[config.mk]
export PLATFORM = sky130hd
export DESIGN_NAME = knsl_dist
export DESIGN_NICKNAME = d
export VERILOG_FILES = /design/src/knsl_pkg.sv /design/src/knsl_dist.sv
export SDC_FILE = /design/constraint.sdc
export NUM_CORES = 2
export LEC_CHECK = 0
export BUFFER_PORTS_ARGS = -buffer_cell sky130_fd_sc_hd__clkbuf_2
export CAP_MARGIN = 20
export CORE_MARGIN = 5
export CORE_UTILIZATION = 48
export DETAILED_ROUTE_END_ITERATION = 12
export MAX_ROUTING_LAYER = met4
export SYNTH_ARGS = -nofsm -noshare
export SYNTH_HDL_FRONTEND = slang
export SYNTH_SLANG_ARGS = --single-unit
[constraint.sdc]
create_clock -name i_clk -period 25.8 [get_ports i_clk]
set_input_delay 7.74 -clock i_clk [delete_from_list [all_inputs] [get_ports i_clk]]
set_output_delay 7.74 -clock i_clk [all_outputs]
set_load 0.05 [all_outputs]
[src/knsl_pkg.sv]
`timescale 1ns / 1ps
// ----------------------------------------------------------------------------
// knsl_pkg: shared types and constants of the k-nearest sorted list
// Field widths, beat structs, command and register codes, cell link types.
// ----------------------------------------------------------------------------
package knsl_pkg;

    localparam int ID_W      = 20;
    localparam int COORD_W   = 16;
    localparam int DIST_W    = 34;
    localparam int CMD_W     = 2;
    localparam int RIDX_W    = 4;
    localparam int RANK_W    = 4;
    localparam int FILL_W    = 5;
    localparam int NCOUNT_W  = 5;
    localparam int CFG_IDX_W = 2;
    localparam int CFG_DAT_W = 16;

    localparam logic [NCOUNT_W-1:0] NCOUNT_RESET = 5'd16;

    typedef enum logic [CMD_W-1:0] {
        CMD_CLEAR = 2'd0,
        CMD_OFFER = 2'd1,
        CMD_READ  = 2'd2
    } t_knsl_cmd;

    typedef enum logic [CFG_IDX_W-1:0] {
        REG_QUERY_X = 2'd0,
        REG_QUERY_Y = 2'd1,
        REG_QUERY_Z = 2'd2,
        REG_NCOUNT  = 2'd3
    } t_knsl_reg;

    typedef struct packed {
        logic [CMD_W-1:0]          cmd;
        logic [ID_W-1:0]           cand_id;
        logic signed [COORD_W-1:0] cand_x;
        logic signed [COORD_W-1:0] cand_y;
        logic signed [COORD_W-1:0] cand_z;
        logic [RIDX_W-1:0]         read_index;
    } t_knsl_in;

    typedef struct packed {
        logic                accepted;
        logic [RANK_W-1:0]   rank;
        logic [DIST_W-1:0]   search_radius;
        logic [FILL_W-1:0]   fill_count;
        logic [ID_W-1:0]     entry_id;
        logic [DIST_W-1:0]   entry_dist;
    } t_knsl_out;

    typedef struct packed {
        logic signed [COORD_W-1:0] x;
        logic signed [COORD_W-1:0] y;
        logic signed [COORD_W-1:0] z;
    } t_knsl_point;

    typedef struct packed {
        logic              strict;
        logic [DIST_W-1:0] sq_dist;
        logic [ID_W-1:0]   id;
    } t_knsl_bcast;

    typedef struct packed {
        logic              flag;
        logic [DIST_W-1:0] sq_dist;
        logic [ID_W-1:0]   id;
    } t_knsl_link;

endpackage

[src/knsl_dist.sv]
`timescale 1ns / 1ps
// ----------------------------------------------------------------------------
// knsl_dist: squared distance unit
// Registers the three axis squares, then their sum as the squared distance.
// ----------------------------------------------------------------------------
module knsl_dist (
    input  logic                            i_clk,
    input  logic                            i_sq_en,
    input  logic                            i_sum_en,
    input  knsl_pkg::t_knsl_point           i_query,
    input  knsl_pkg::t_knsl_point           i_cand,
    output logic [knsl_pkg::DIST_W-1:0]     o_dist
);
    import knsl_pkg::*;

    localparam int DIFF_W = COORD_W + 1;
    localparam int SQ_W   = 2 * COORD_W;

    logic signed [DIFF_W-1:0]   w_dx, w_dy, w_dz;
    logic signed [2*DIFF_W-1:0] w_px, w_py, w_pz;
    logic [SQ_W-1:0]            r_sq_x, r_sq_y, r_sq_z;
    logic [DIST_W-1:0]          r_dist;

    assign w_dx = {i_cand.x[COORD_W-1], i_cand.x} - {i_query.x[COORD_W-1], i_query.x};
    assign w_dy = {i_cand.y[COORD_W-1], i_cand.y} - {i_query.y[COORD_W-1], i_query.y};
    assign w_dz = {i_cand.z[COORD_W-1], i_cand.z} - {i_query.z[COORD_W-1], i_query.z};
    assign w_px = w_dx * w_dx;
    assign w_py = w_dy * w_dy;
    assign w_pz = w_dz * w_dz;

    always_ff @(posedge i_clk) begin
        if (i_sq_en) begin
            r_sq_x <= w_px[SQ_W-1:0];
            r_sq_y <= w_py[SQ_W-1:0];
            r_sq_z <= w_pz[SQ_W-1:0];
        end
        if (i_sum_en) begin
            r_dist <= DIST_W'(r_sq_x) + DIST_W'(r_sq_y) + DIST_W'(r_sq_z);
        end
    end

    assign o_dist = r_dist;

endmodule

==> reports/qor.log <==
qor: outcome.outcome finished clean
qor: placement.portBuffers 132
qor: setup_path.setup.reg_to_reg.worst_slack 21470 ps
qor: clock_tree.cts_tree built
qor: synth.synth_adder_area_share 56.4%
qor: synth.synth_area 35600 sq um
qor: hold_path.min-delay-path-class reg2reg
qor: timing.period_minus_slack 16230 ps
qor: timing.max_freq 61.6 MHz
qor: drt.drt_iter0_drc 1399
qor: synth.synthSimpleGateAreaFrac 9.12%
qor: drt.avgRoutedWirePerCell 16.6 um
qor: cells_and_area.final_nets 5072
qor: setup_path.setup.worst_path.end_class register
qor: die.placeableCoreArea 73200 sq um
qor: synth.synth_sequential_area_ratio 10.7%
qor: cells_and_area.final_cell_mix 1046 x inv_1, 806 x fa_1, 358 x nor2_1
qor: placement.half_perimeter_wire_length_of_the_detailed_placement_result 69.6 mm
qor: timing.setup_repair_after_global_routing_missed_its_margin no
qor: timing.final.setup.tns 0 ps
qor: run.drv_cap 0
qor: placement.gpl.final_weighted_congestion 0.904
qor: drt.ant_nets 0
qor: synth.synth_mux_area_share 0.141%
qor: setup_path.worst_path_largest_cell_delay 540 ps
qor: setup_path.timing_worst_setup_path_type in2reg
qor: clock_tree.cts-buffers-inserted 17
qor: drt.postRouteWirelength 79.9 mm
qor: drt.detail_route.vias_per_cell 5.08
qor: setup_path.r2r-start r_sq_y[6]
qor: die.fp.dieH 282 um
qor: synth.syn_area_per_cell 9.53 sq um
qor: global_routing.track_usage 21.8%
qor: cells_and_area.area_growth 6.91%
qor: synth.synth_async_sr_flop_share 0%
qor: synth.synth-compound-area-share 7.20%
qor: clock_tree.clock_root_buffer clkbuf_16
qor: setup_path.r2r_end o_dist[28]
qor: clock_tree.post-cts-setup-buffers 0
qor: setup_path.critical_path.slowest_cell fa_1
qor: hold_path.timing.hold.worst_endpoint o_dist[32]
qor: cells_and_area.layout.filler_cells 6811
qor: synth.yosys.area_share.xor_xnor 4.50%
qor: die.initial_utilization 48.6%
qor: timing.timing.final.ws_setup 9570 ps
qor: setup_path.setup.worst_path.start_class primary input
qor: synth.synth.ff_latch_count 127
qor: cells_and_area.drive_above_1_share 5.98%
qor: setup_path.worst_ep_arrival_time 16390 ps
qor: timing.slew_at_the_pin_closest_to_its_max_slew_limit 1150 ps
qor: clock_tree.numClockSinks 127
qor: hold_path.hp-start r_sq_z[31]
qor: cells_and_area.mostFrequentLayoutCell inv_1
qor: timing.timing.slew.headroom 22.8%
qor: die.die_w 282 um
qor: synth.synth-edff-count 127
qor: synth.synthDistinctLibCells 70
qor: clock_tree.cts.hold.buffers_added 0
qor: timing.hold_violations 0
qor: setup_path.reg2regPathDepth 11
qor: drt.detailedRoute.firstPassIterationCount 5
qor: timing.report.final.slew_viol_count 0
qor: timing.timing.final.crit_share 62.9%
qor: cells_and_area.area_occupied_by_multi_input_gates 27600 sq um
qor: drt.vias 24498
qor: synth.synth_top_family_by_area adder cells
qor: die.num_rows 99
qor: synth.netlist_instances 3736
qor: cells_and_area.flip_flop_and_latch_area 3810 sq um
qor: clock_tree.post_cts_gate_resize_count 0
qor: clock_tree.clock_insertion_delay_worst_skew 420 ps
qor: clock_tree.ctsHtreeMaxLevel 4
qor: timing.timing.clock.skew 10.5 ps
qor: timing.final-setup-viol-count 0
qor: clock_tree.cts.reportedPaths.clkPinSlew 60 ps
qor: global_routing.global_route.overflow_total 0
qor: synth.synth-main-ff-cell edfxtp_1
qor: global_routing.antenna_found_initial 0
qor: setup_path.critical_path_peak_fanout 23
qor: synth.synthesis.yosys.warnings 0
qor: cells_and_area.num_antenna_cells 0
qor: global_routing.first_global_vias 26375
qor: die.io_pins 133
qor: placement.pre_cts_ws 9160 ps
qor: global_routing.first_pass_grt_wire_length 135 mm
qor: setup_path.required 25960 ps
qor: clock_tree.cts-root-to-sink-buffers 2
qor: drt.route.detailed.drc 0
qor: global_routing.pin_count_of_the_biggest_net_entering_global_routing 57
qor: hold_path.min_path_cells 2
qor: die.dieArea 79700 sq um
## worst max-delay path by stage
| stage | endpoint | cells after the start | start |
|---|---|---|---|
| 3_5_place_dp | r_sq_y[31] | 33 | i_query[17] |
| 5_1_grt | r_sq_y[31] | 33 | i_query[17] |
| 2_1_floorplan | r_sq_y[31] | 34 | i_cand[16] |
| 3_3_place_gp | r_sq_y[30] | 29 | i_query[16] |
| 4_1_cts | r_sq_y[31] | 33 | i_query[17] |
| 6_report | r_sq_y[31] | 33 | i_query[18] |
## cell usage after synthesis (all sizes together), types with 3 or more instances
cell type     n  area (sq um)
ha          315          3940
a211o         4          35.0
buf           4          17.5
o211ai       12          95.1
o311ai        5          43.8
nor2        358          1340
xor2         55           482
nand2       272          1020
o21ai        71           359
nor4          4          25.0
o21bai       18           135
a31oi        12          75.1
or3          11          68.8
nand2b       29           181
and3         12          75.1
a211oi       13           115
nor2b        20           125
nor3b         5          37.5
o22ai         3          18.8
o31a          8          70.1
a21boi        4          30.0
clkbuf       69           259
a21oi       118           591
a31o          5          43.8
or2           7          43.8
inv        1054          3960
xnor2       128          1120
o31ai         8          60.1
mux2i         5          50.1
nand4         6          37.5
nor3         22           110
a221o         3          30.0
clkinv        4          15.0
a21o         50           375
and2          7          43.8
fa          806         16100
edfxtp      127          3810
o21a         30           225
o2111ai       6          52.6
a221oi        3          26.3
nand3        17          85.1
## area by class of cell
class	instances	share of cell area (%)
Clock inverter	15	0.424
Sequential cell	127	10.0
Timing Repair Buffer	168	2.45
Clock buffer	17	1.12
Tap cell	959	3.15
Inverter	1058	10.4
Multi-Input combinational cell	2480	72.4
## layer usage
metal | share of wire, % | global-route usage [%]
met1 | 45 | 30.7
met2 | 47 | 35.0
met3 | 5.8 | 2.74
met4 | 1.7 | 3.72
met5 | 0 | -
## sequential cells by signal (all words and copies together), names as in the netlist
signal,cells
o_dist,34
r_sq_x,31
r_sq_y,31
r_sq_z,31
## logic make-up after synthesis
kind of cell             after synthesis
XOR/XNOR                             183
AO/OA/AOI/OAI                        392
multiplexers                           5
AND/OR/NAND/NOR                      776
adder cells (fa/ha/maj)             1121
flip-flops                           127
other                                  1
buffers and inverters               1131
## stage by stage
| stage | std cells | utilization (%) | cell area (sq um) | hold slack [ps] |
|---|---|---|---|---|
| after floorplan | 3738 | - | 35600 | 735 |
| after global placement | 4792 | 51.2 | 37500 | 776 |
| after detailed placement | 4792 | 51.2 | 37500 | 766 |
| after CTS | 4824 | 52.0 | 38100 | 789 |
| after global routing | 4824 | 52.0 | 38100 | 807 |
| final | 4824 | 52.0 | 38100 | 782 |
## worst max-delay path: cells and delay by family
kind	cells	cell delay (ps)
buffers and inverters	7	830
XOR/XNOR	1	140
AND/OR/NAND/NOR	4	1000
adder cells (fa/ha/maj)	8	3650
AO/OA/AOI/OAI	13	3030
Power is left out: the tool's default activity adds up to more than one toggle a clock period on the data nets, which glitch-free logic cannot reach.
