### src/knsl_pkg.sv
`timescale 1ns / 1ps
// ----------------------------------------------------------------------------
// knsl_pkg: shared types and constants of the k-nearest sorted list
// Field widths, beat structs, command and register codes, cell link types.
// ----------------------------------------------------------------------------
package knsl_pkg;

    localparam int ID_W      = 20;
    localparam int COORD_W   = 16;
    localparam int DIST_W    = 34;
    localparam int CMD_W     = 2;
    localparam int RIDX_W    = 4;
    localparam int RANK_W    = 4;
    localparam int FILL_W    = 5;
    localparam int NCOUNT_W  = 5;
    localparam int CFG_IDX_W = 2;
    localparam int CFG_DAT_W = 16;

    localparam logic [NCOUNT_W-1:0] NCOUNT_RESET = 5'd16;

    typedef enum logic [CMD_W-1:0] {
        CMD_CLEAR = 2'd0,
        CMD_OFFER = 2'd1,
        CMD_READ  = 2'd2
    } t_knsl_cmd;

    typedef enum logic [CFG_IDX_W-1:0] {
        REG_QUERY_X = 2'd0,
        REG_QUERY_Y = 2'd1,
        REG_QUERY_Z = 2'd2,
        REG_NCOUNT  = 2'd3
    } t_knsl_reg;

    typedef struct packed {
        logic [CMD_W-1:0]          cmd;
        logic [ID_W-1:0]           cand_id;
        logic signed [COORD_W-1:0] cand_x;
        logic signed [COORD_W-1:0] cand_y;
        logic signed [COORD_W-1:0] cand_z;
        logic [RIDX_W-1:0]         read_index;
    } t_knsl_in;

    typedef struct packed {
        logic                accepted;
        logic [RANK_W-1:0]   rank;
        logic [DIST_W-1:0]   search_radius;
        logic [FILL_W-1:0]   fill_count;
        logic [ID_W-1:0]     entry_id;
        logic [DIST_W-1:0]   entry_dist;
    } t_knsl_out;

    typedef struct packed {
        logic signed [COORD_W-1:0] x;
        logic signed [COORD_W-1:0] y;
        logic signed [COORD_W-1:0] z;
    } t_knsl_point;

    typedef struct packed {
        logic              strict;
        logic [DIST_W-1:0] sq_dist;
        logic [ID_W-1:0]   id;
    } t_knsl_bcast;

    typedef struct packed {
        logic              flag;
        logic [DIST_W-1:0] sq_dist;
        logic [ID_W-1:0]   id;
    } t_knsl_link;

endpackage

### src/knsl_cell.sv
`timescale 1ns / 1ps
// ----------------------------------------------------------------------------
// knsl_cell: one compare-and-shift cell of the sorted list
// Holds one entry, compares it with the broadcast distance and, on an
// insert, keeps its entry, takes the new one or takes its left neighbour's.
// ----------------------------------------------------------------------------
module knsl_cell (
    input  logic                            i_clk,
    input  logic                            i_load,
    input  knsl_pkg::t_knsl_bcast           i_bc,
    input  logic                            i_active,
    input  knsl_pkg::t_knsl_link            i_left,
    output knsl_pkg::t_knsl_link            o_link,
    output logic                            o_take,
    output logic [knsl_pkg::DIST_W-1:0]     o_next_dist
);
    import knsl_pkg::*;

    logic [DIST_W-1:0] r_dist, n_dist;
    logic [ID_W-1:0]   r_id, n_id;
    logic              w_flag;

    assign w_flag = i_bc.strict ? (i_active && (r_dist < i_bc.sq_dist))
                                : (i_active && (r_dist <= i_bc.sq_dist));

    always_comb begin
        o_take = !w_flag && i_left.flag;
        if (w_flag) begin
            n_dist = r_dist;
            n_id   = r_id;
        end else if (o_take) begin
            n_dist = i_bc.sq_dist;
            n_id   = i_bc.id;
        end else begin
            n_dist = i_left.sq_dist;
            n_id   = i_left.id;
        end
    end

    always_ff @(posedge i_clk) begin
        if (i_load) begin
            r_dist <= n_dist;
            r_id   <= n_id;
        end
    end

    assign o_link      = '{flag: w_flag, sq_dist: r_dist, id: r_id};
    assign o_next_dist = n_dist;

endmodule

### config.mk
export PLATFORM = sky130hd
export DESIGN_NAME = knsl_cell
export DESIGN_NICKNAME = d
export VERILOG_FILES = /design/src/knsl_pkg.sv /design/src/knsl_cell.sv
export SDC_FILE = /design/constraint.sdc
export NUM_CORES = 1
export LEC_CHECK = 0
export ABC_AREA = 1
export BUFFER_PORTS_ARGS = -buffer_cell sky130_fd_sc_hd__buf_2
export CAP_MARGIN = 40
export CORE_MARGIN = 5
export CORE_UTILIZATION = 45
export DETAILED_ROUTE_END_ITERATION = 6
export PLACE_DENSITY = 0.9
export SLEW_MARGIN = 20
export SYNTH_ARGS = -nofsm -noshare
export SYNTH_HDL_FRONTEND = slang
export SYNTH_SLANG_ARGS = --single-unit
### constraint.sdc
create_clock -name i_clk -period 3.74 [get_ports i_clk]
set_input_delay 0.561 -clock i_clk [delete_from_list [all_inputs] [get_ports i_clk]]
set_output_delay 0.561 -clock i_clk [all_outputs]
set_load 0.01 [all_outputs]
==> flow_summary.toml, run 1 <==
[global_routing]
antenna_found_initial = 0
top_usage_layer = "met2"
gr-usage-met3_pct = 4.063
grt_max_degree = 39
grt_pass1_vias = 3810
met1_usage_pct = 22.83
use_met2_pct = 39.59
grt_use_total_pct = 20.46
grt_pass1_wl_microns = 16900
grt-ovfl-total = 0

[critical_path]
arrival_ns = 2.70
r2r_end = "r_id[5]"
startpoint_type = "flip-flop"
cp_max_fo = 25
r2r-start = "r_dist[9]"
worst_ep_required_time_ns = 3.18
setup.worst_path.start = "r_dist[9]"
reg2regPathDepth = 16
worst_setup_path_end_kind = "output pin"
endpoint = "o_next_dist[0]"
crit_type = "flip-flop to output pin"
reg2reg_slack_ns = 1.05

[power]
powerDensity_nw_per_um2 = 352.2
ir_worst_vdd_v = 0.0001695
leakagePower_nw = 2.759
power_mw = 1.736

[floorplanning]
num_io_pins = 203
initial_core_util_pct = 45.88
die_h_microns = 101.3
fp.dieW_microns = 101.3
core_area_sq_um = 8175
num_rows = 33
dieArea_sq_um = 10260

[cells_and_area]
antenna_cells = 0
layout-drive-gt1-share_pct = 34.41
syn_to_final_growth_pct = 31.42
nets = 826
fillers = 746
finalInstanceArea_sq_um = 4930

[cts]
cts_max_level = 2
numClockSinks = 54
tritoncts = "done"
cts-root-buf = "clkbuf_8"
cts_hold_buffers = 0
cts_buffers = 5
path_clk_slew_ns = 0.10
clk_latency_ns = 0.31
postCtsSetupBuffers = 0
cts_resized = 0
clk_path_buf_depth = 2

[placement]
gp_congestion = 0.8760
port_buffers = 202
dp_hpwl_microns = 9136
dpl-instance-area_sq_um = 4837

[route]
firstDrtPassIters = 4
routed_wl_microns = 11080
avgViaCountPerCell = 4.888
drtAntennaViolNets = 0
drt_iter0_markers = 166
routedWlPerCell_microns = 14.11
route.detailed.drc = 0
vias = 3837

[timing]
worst_pin_slew_ns = 0.6230
worst_hold_slack_ns = 0.5189
max_freq_mhz = 306.8
fin_skew_ns = 0.009350
setup_viol = 0
timing.final.hold_violations = 0
slew_violations = 0
setup_tns_ns = 0
layout_min_cycle_time_ns = 3.260
grt_setup_unrepaired = "false"
timing.slew.headroom_pct = 58.46
post-route-period-util_pct = 87.16

[synthesis]
synth-xor-area-share_pct = 0
ys_async_sr_fraction_pct = 0
synth_top_family_by_area = "simple AND/OR/NAND/NOR gates"
synth-edff-count = 54
synth.ff_latch_count = 54
ys.flop_type = "edfxtp_1"
synthTopCellsByArea = "edfxtp_1 (43%), nand2_1 (23%), ha_1 (11%)"
synth_top_area_cell = "edfxtp_1"
synth_compound_area_share_pct = 6.805
synthCells = 481
synth_cell_types = 22
yosys_warnings = 0
synth_mux_area_share_pct = 0
synthAdderAreaFrac_pct = 11.34
syn_area_per_cell_sq_um = 7.799
ys_seq_area_share_pct = 43.23
synth-simple-area-share_pct = 29.29
synthTopCellsByCount = "nand2_1 (225), edfxtp_1 (54), inv_1 (52)"
synth.most_common_cell = "nand2_1"
syn_nets = 628
synth_area_sq_um = 3751
synth_top_area_share_pct = 43.23

[status]
outcome = "completed"

[flow_run]
max_cap_violations = 0

[min_path]
hp-class = "input pin to flip-flop"
routing by layer:
layer	part of all wire [%]	wire, microns
met5	0	0
met4	0.95	105
met3	8.4	932
met2	53	5859
met1	38	4179
sequential cells by signal, summed over array words and instances, names as in the netlist:
name,flops
r_id,20
r_dist,34
critical path, stage by stage, from the launching register on:
cell	delay, ns
edfxtp_1	0.44
ha_1	0.32
nand2_1	0.07
nor2_1	0.23
nand3_1	0.11
nor2_1	0.12
nand2_1	0.06
nand2_1	0.05
nor2_1	0.04
nand2_1	0.06
nand2_1	0.06
nand2_2	0.10
buf_4	0.31
nand2_1	0.08
o21ai_0	0.15
buf_2	0.20
final cells by class:
cell class	instances	area [sq um]	area share, %
multi-input cells	353	1779	36.09
flip-flops and latches	54	1622	32.89
repair buffers	212	1106	22.44
inverters	53	198.9	4.036
well taps	105	131.4	2.665
clock buffers	5	68.82	1.396
clock inverters	3	23.77	0.4822
metrics by stage:
stage	setup slack (ns)	utilization, %	std cells
floorplan	0.6712	-	481
finish	0.4801	60.30	785
global route	0.2101	60.30	785
CTS	0.4435	60.30	785
global placement	0.5652	58.83	776
detailed placement	0.5496	59.17	777
cell families (layout without fill, tap and decap cells):
| logic type | count (synthesis) | in the layout |
|---|---|---|
| AND/OR/NAND/NOR | 269 | 269 |
| AO/OA/AOI/OAI | 50 | 50 |
| flip-flops | 54 | 54 |
| adder cells (fa/ha/maj) | 34 | 34 |
| buffers and inverters | 74 | 273 |
worst min path at each step:
stage	to	from	depth (start not counted)
6_report	r_id[16]	i_left[16]	3
2_1_floorplan	r_dist[0]	i_load	0
4_1_cts	r_id[16]	i_left[16]	3
3_5_place_dp	r_dist[20]	r_dist[20]	2
3_3_place_gp	r_dist[28]	r_dist[28]	2
5_1_grt	r_id[17]	i_left[17]	3
report_power, final:
part | total, mW | internal (mW) | switching, mW | leakage (nW)
registers | 0.794 | 0.755 | 0.0390 | 0.532
clock network | 0.337 | 0.134 | 0.203 | 0.0408
logic | 0.605 | 0.240 | 0.365 | 2.19
total | 1.74 | 1.13 | 0.606 | 2.76
layout by cell type, fill, tap and decap left out, types with 2 or more instances in the layout:
cell and count:
inv_1 51, ha_1 34, clkbuf_8 5, o21ai_0 36
buf_2 202, a21oi_1 12, buf_4 9, edfxtp_1 54
a21o_1 2, inv_2 2, clkinvlp_4 2, nor2_2 2
nand3_1 15, nand2_1 225, nor2_1 15, nand3_2 8
(Power assumes the default switching activity.)
==> run 2: changes to the inputs <==
--- a/config.mk
+++ b/config.mk
@@ -8,10 +8,11 @@
 export ABC_AREA = 1
 export BUFFER_PORTS_ARGS = -buffer_cell sky130_fd_sc_hd__buf_2
 export CAP_MARGIN = 40
+export CORE_ASPECT_RATIO = 1.25
 export CORE_MARGIN = 5
-export CORE_UTILIZATION = 45
+export CORE_UTILIZATION = 40
 export DETAILED_ROUTE_END_ITERATION = 6
-export PLACE_DENSITY = 0.9
+export PLACE_DENSITY = 0.83
 export SLEW_MARGIN = 20
 export SYNTH_ARGS = -nofsm -noshare
 export SYNTH_HDL_FRONTEND = slang
==> flow_summary.toml, run 2 (synthesis gave the netlist of run 1 again) <==
[placement]
gp_congestion = 0.9013
dp.cells = 792
pre_cts_slack_ns = 0.5131
port_buffers = 202
dp_hpwl_microns = 9141

[route]
firstDrtPassIters = 4
routedWlPerCell_microns = 14.10
drtAntennaViolNets = 0
avgViaCountPerCell = 4.881
route.detailed.drc = 0
drt_iter0_markers = 154
vias = 3905
routed_wl_microns = 11280

[critical_path]
arrival_ns = 2.71
max_stage_delay_ns = 0.43
worst_ep_required_time_ns = 3.18
cp_max_fo = 56
worst_setup_path_end_kind = "output pin"
startpoint_type = "flip-flop"
critical_path.most_common_cell = "nand2_1"
crit_type = "flip-flop to output pin"
slowest_stage = "edfxtp_1"
crit_chain = "ha_1, nand2_1, nor2_1, nand3_1, nor2_1, nand2_1, nand2_1, nor2_1, nand2_1, nand2_1, nand2_2, buf_12, nand2_1, nand2_1, buf_2"
reg2regPathDepth = 16

[power]
powerDensity_nw_per_um2 = 383.7
ir_worst_vdd_v = 0.0002183
leakagePower_nw = 2.787

[global_routing]
grt_max_degree = 57
grt-ovfl-total = 0
grt_pass1_vias = 3980
grt_pass1_wl_microns = 18420
grt_use_total_pct = 19.26
antenna_found_initial = 0

[floorplanning]
num_io_pins = 203
core_area_sq_um = 9174
die_h_microns = 118.3
dieArea_sq_um = 11430
num_rows = 39
fp.dieW_microns = 96.62
initial_core_util_pct = 40.89

[timing]
grt_setup_unrepaired = "false"
slew_violations = 0
setup_ws_ns = 0.4659
fin_skew_ns = 0.009225
timing.slew.headroom_pct = 63.72
post-route-period-util_pct = 87.54
max_freq_mhz = 305.4
timing.final.hold_violations = 0
setup_viol = 0
layout_min_cycle_time_ns = 3.274
setup_tns_ns = 0
worst_pin_slew_ns = 0.5441

[cts]
clk_latency_ns = 0.29
tritoncts = "done"
cts_resized = 0
cts_buffers = 5
postCtsSetupBuffers = 0
path_clk_slew_ns = 0.07
cts_max_level = 2
cts_hold_buffers = 0
numClockSinks = 54
cts-root-buf = "clkbuf_16"
clk_path_buf_depth = 2

[cells_and_area]
nets = 823
syn_to_final_growth_pct = 33.86
final_common_cell = "nand2_1"
layout-drive-gt1-share_pct = 33.97
regMostFlops = "r_dist"
largestRegisters = "r_dist (34), r_id (20)"
fin_cells = 800
final_cell_mix = "nand2_1 (225), buf_2 (202), edfxtp_1 (54)"
antenna_cells = 0
largest_reg_flops = 34

[min_path]
min_path_cells = 3
hp-class = "input pin to flip-flop"

[flow_run]
max_cap_violations = 0

[status]
outcome = "completed"
[run 2: cell types whose count changed in the layout (fill, tap and decap cells not counted), sizes merged]
cell / change
buf: -3
bufinv: +1
clkbuf: +1
clkinvlp: -1
inv: -1
[run 2: worst paths after layout]
kind / startpoint / to / slack [ns]
max: r_dist[9] / o_next_dist[1] / 0.47
min reg2reg: r_dist[23] / r_dist[23] / 0.62
max reg2reg: r_dist[9] / r_id[17] / 0.91
min: i_left[4] / r_id[4] / 0.54
[run 2: layer usage]
layer | vias up | track usage [%] | wire length [microns]
li1 | 1929 | - | -
met1 | 1767 | 22.93 | 4583
met2 | 190 | 33.51 | 5507
met3 | 19 | 5.598 | 962
met4 | 0 | 5.882 | 224
met5 | - | 0 | 0
[run 2: critical path: cells and delay by family (launching register included)]
family / cells / cell delay [ns]
fa+ha+maj: 1 / 0.32
buf+inv: 2 / 0.41
flops: 1 / 0.43
simple gates: 12 / 1.26
[run 2: cell type report]
class,instances,area (sq um)
multi-input combinational,353,1779
fill,849,4153
clock inverter,2,37.54
sequential,54,1622
clock buffer,6,128.9
inverter,53,198.9
tap,123,153.9
timing repair buffer,209,1101
[run 2: power by group]
group	switching (mW)	internal, mW	total, mW
Sequential	0.0396	0.756	0.795
Clock	0.207	0.316	0.523
Combinational	0.367	0.241	0.608
Total	0.614	1.31	1.93
[run 2: per-stage QoR]
step	hold WS [ns]	instance area (sq um)	total power, mW	util [%]
floorplan	0.6735	3751	1.158	-
global placement	0.5805	4835	1.395	52.70
global route	0.5565	5021	2.054	54.73
detailed placement	0.5925	4855	1.420	52.92
finish	0.5440	5021	1.927	54.73
CTS	0.5372	5021	1.950	54.73
==> run 3: changes to the inputs <==
--- a/config.mk
+++ b/config.mk
@@ -10,9 +10,9 @@
 export CAP_MARGIN = 40
 export CORE_ASPECT_RATIO = 1.25
 export CORE_MARGIN = 5
-export CORE_UTILIZATION = 40
+export CORE_UTILIZATION = 25
 export DETAILED_ROUTE_END_ITERATION = 6
-export PLACE_DENSITY = 0.83
+export PLACE_DENSITY = 0.6
 export SLEW_MARGIN = 20
 export SYNTH_ARGS = -nofsm -noshare
 export SYNTH_HDL_FRONTEND = slang
==> flow_summary.toml, run 3 (synthesis gave the netlist of run 1 again) <==
[power]
ir_worst_vdd_v = 0.0001702
powerDensity_nw_per_um2 = 383.1
clkPwrFrac_pct = 28.3
leakagePower_nw = 2.773
power_frac_seq_pct = 41.0
comb_power_share_pct = 30.6
sw_frac_of_total_pct = 32.70
switchingPower_mw = 0.6336
power_mw = 1.938
p_int_mw = 1.304

[route]
met1_length_microns = 5103
routedWlPerCell_microns = 14.03
wl_met2_microns = 5840
route.detailed.drc = 0
met3WireLength_microns = 1012
drtAntennaViolNets = 0
avgViaCountPerCell = 4.321
top_layer_used = "met5"
vias = 3712
drt_iter0_markers = 172
routed_wl_microns = 12050
firstDrtPassIters = 5

[floorplanning]
core_area_sq_um = 14890
num_io_pins = 203
die_h_microns = 147.0
fp.dieW_microns = 119.6
num_rows = 50
dieArea_sq_um = 17570
initial_core_util_pct = 25.19

[cells_and_area]
layout-drive-gt1-share_pct = 33.97
syn_to_final_growth_pct = 34.82
final_common_cell = "nand2_1"
nets = 823
finalInstanceArea_sq_um = 5057
fillers = 1626
final_core_util_pct = 33.97
largest_reg_flops = 34
final_cell_mix = "nand2_1 (225), buf_2 (202), edfxtp_1 (54)"
antenna_cells = 0
regMostFlops = "r_dist"
largestRegisters = "r_dist (34), r_id (20)"
multiInputGateArea_sq_um = 1779
register_area_sq_um = 1622
fin_cells = 859

[timing]
max_freq_mhz = 296.3
setup_ws_ns = 0.3646
timing.final.hold_violations = 0
worst_pin_slew_ns = 0.6627
grt_setup_unrepaired = "false"
post-route-period-util_pct = 90.25
layout_min_cycle_time_ns = 3.375
fin_skew_ns = 0.005258
timing.slew.headroom_pct = 55.76
slew_violations = 0
setup_viol = 0
worst_hold_slack_ns = 0.5219
setup_tns_ns = 0

[critical_path]
reg2reg_slack_ns = 1.03
startpoint_type = "flip-flop"
worst_ep_required_time_ns = 3.18
worst_setup_path_end_kind = "output pin"
cp_max_fo = 39
crit_type = "flip-flop to output pin"
arrival_ns = 2.81
reg2regPathDepth = 11
setup.worst_path.start = "r_dist[16]"
r2r-start = "r_dist[5]"

[placement]
port_buffers = 202
dp_hpwl_microns = 9605
dpl-instance-area_sq_um = 4891
pre_cts_slack_ns = 0.3702
dp.cells = 851
gp_congestion = 0.7505

[cts]
clk_path_buf_depth = 2
numClockSinks = 54
postCtsSetupBuffers = 0
tritoncts = "done"
cts-root-buf = "clkbuf_16"
cts_resized = 0
clk_latency_ns = 0.30
cts_hold_buffers = 0
path_clk_slew_ns = 0.07
cts_buffers = 5
cts_max_level = 2

[global_routing]
grt_use_total_pct = 13.26
grt_pass1_wl_microns = 18570
grt_max_degree = 43
antenna_found_initial = 2
grt-ovfl-total = 0
grt_pass1_vias = 3706

[flow_run]
max_cap_violations = 0

[min_path]
min_path_cells = 3
hold_start = "i_left[2]"
hp-class = "input pin to flip-flop"

[status]
outcome = "completed"
## run 3: path summary, 6_finish.rpt
| path | end |
|---|---|
| hold reg to reg | r_dist[1] |
| setup / recovery | o_next_dist[22] |
| setup reg to reg | r_id[17] |
| hold / removal | r_id[2] |
## run 3: layout make-up
cell class	instances	area share, %
inverters	53	3.934
clock inverters	2	0.7422
clock buffers	6	2.548
flip-flops and latches	54	32.06
repair buffers	209	21.03
well taps	182	4.503
multi-input cells	353	35.18
## run 3: layer usage
layer / track usage [%] / vias up
li1: - / 1932
met1: 15.30 / 1620
met2: 23.95 / 147
met3: 4.351 / 9
met4: 2.636 / 4
met5: 0 / -
## run 3: worst max-delay path: stages (launching register included)
cell	delay [ns]
edfxtp_1	0.45
ha_1	0.30
nand2_1	0.06
nor2_1	0.19
inv_1	0.10
nor3_2	0.16
nand2_1	0.07
nand2_1	0.07
nand2_1	0.05
nand2_1	0.06
nand2_1	0.05
nand2_2	0.08
buf_4	0.42
nand2_1	0.17
nand2_1	0.12
buf_2	0.14
## run 3: power by group through the flow
stage	Sequential, mW	Clock, mW	Combinational (mW)
floorplan	0.834	0	0.324
finish	0.795	0.549	0.593
global placement	0.810	0	0.599
detailed placement	0.810	0	0.606
CTS	0.796	0.572	0.609
global route	0.804	0.594	0.678
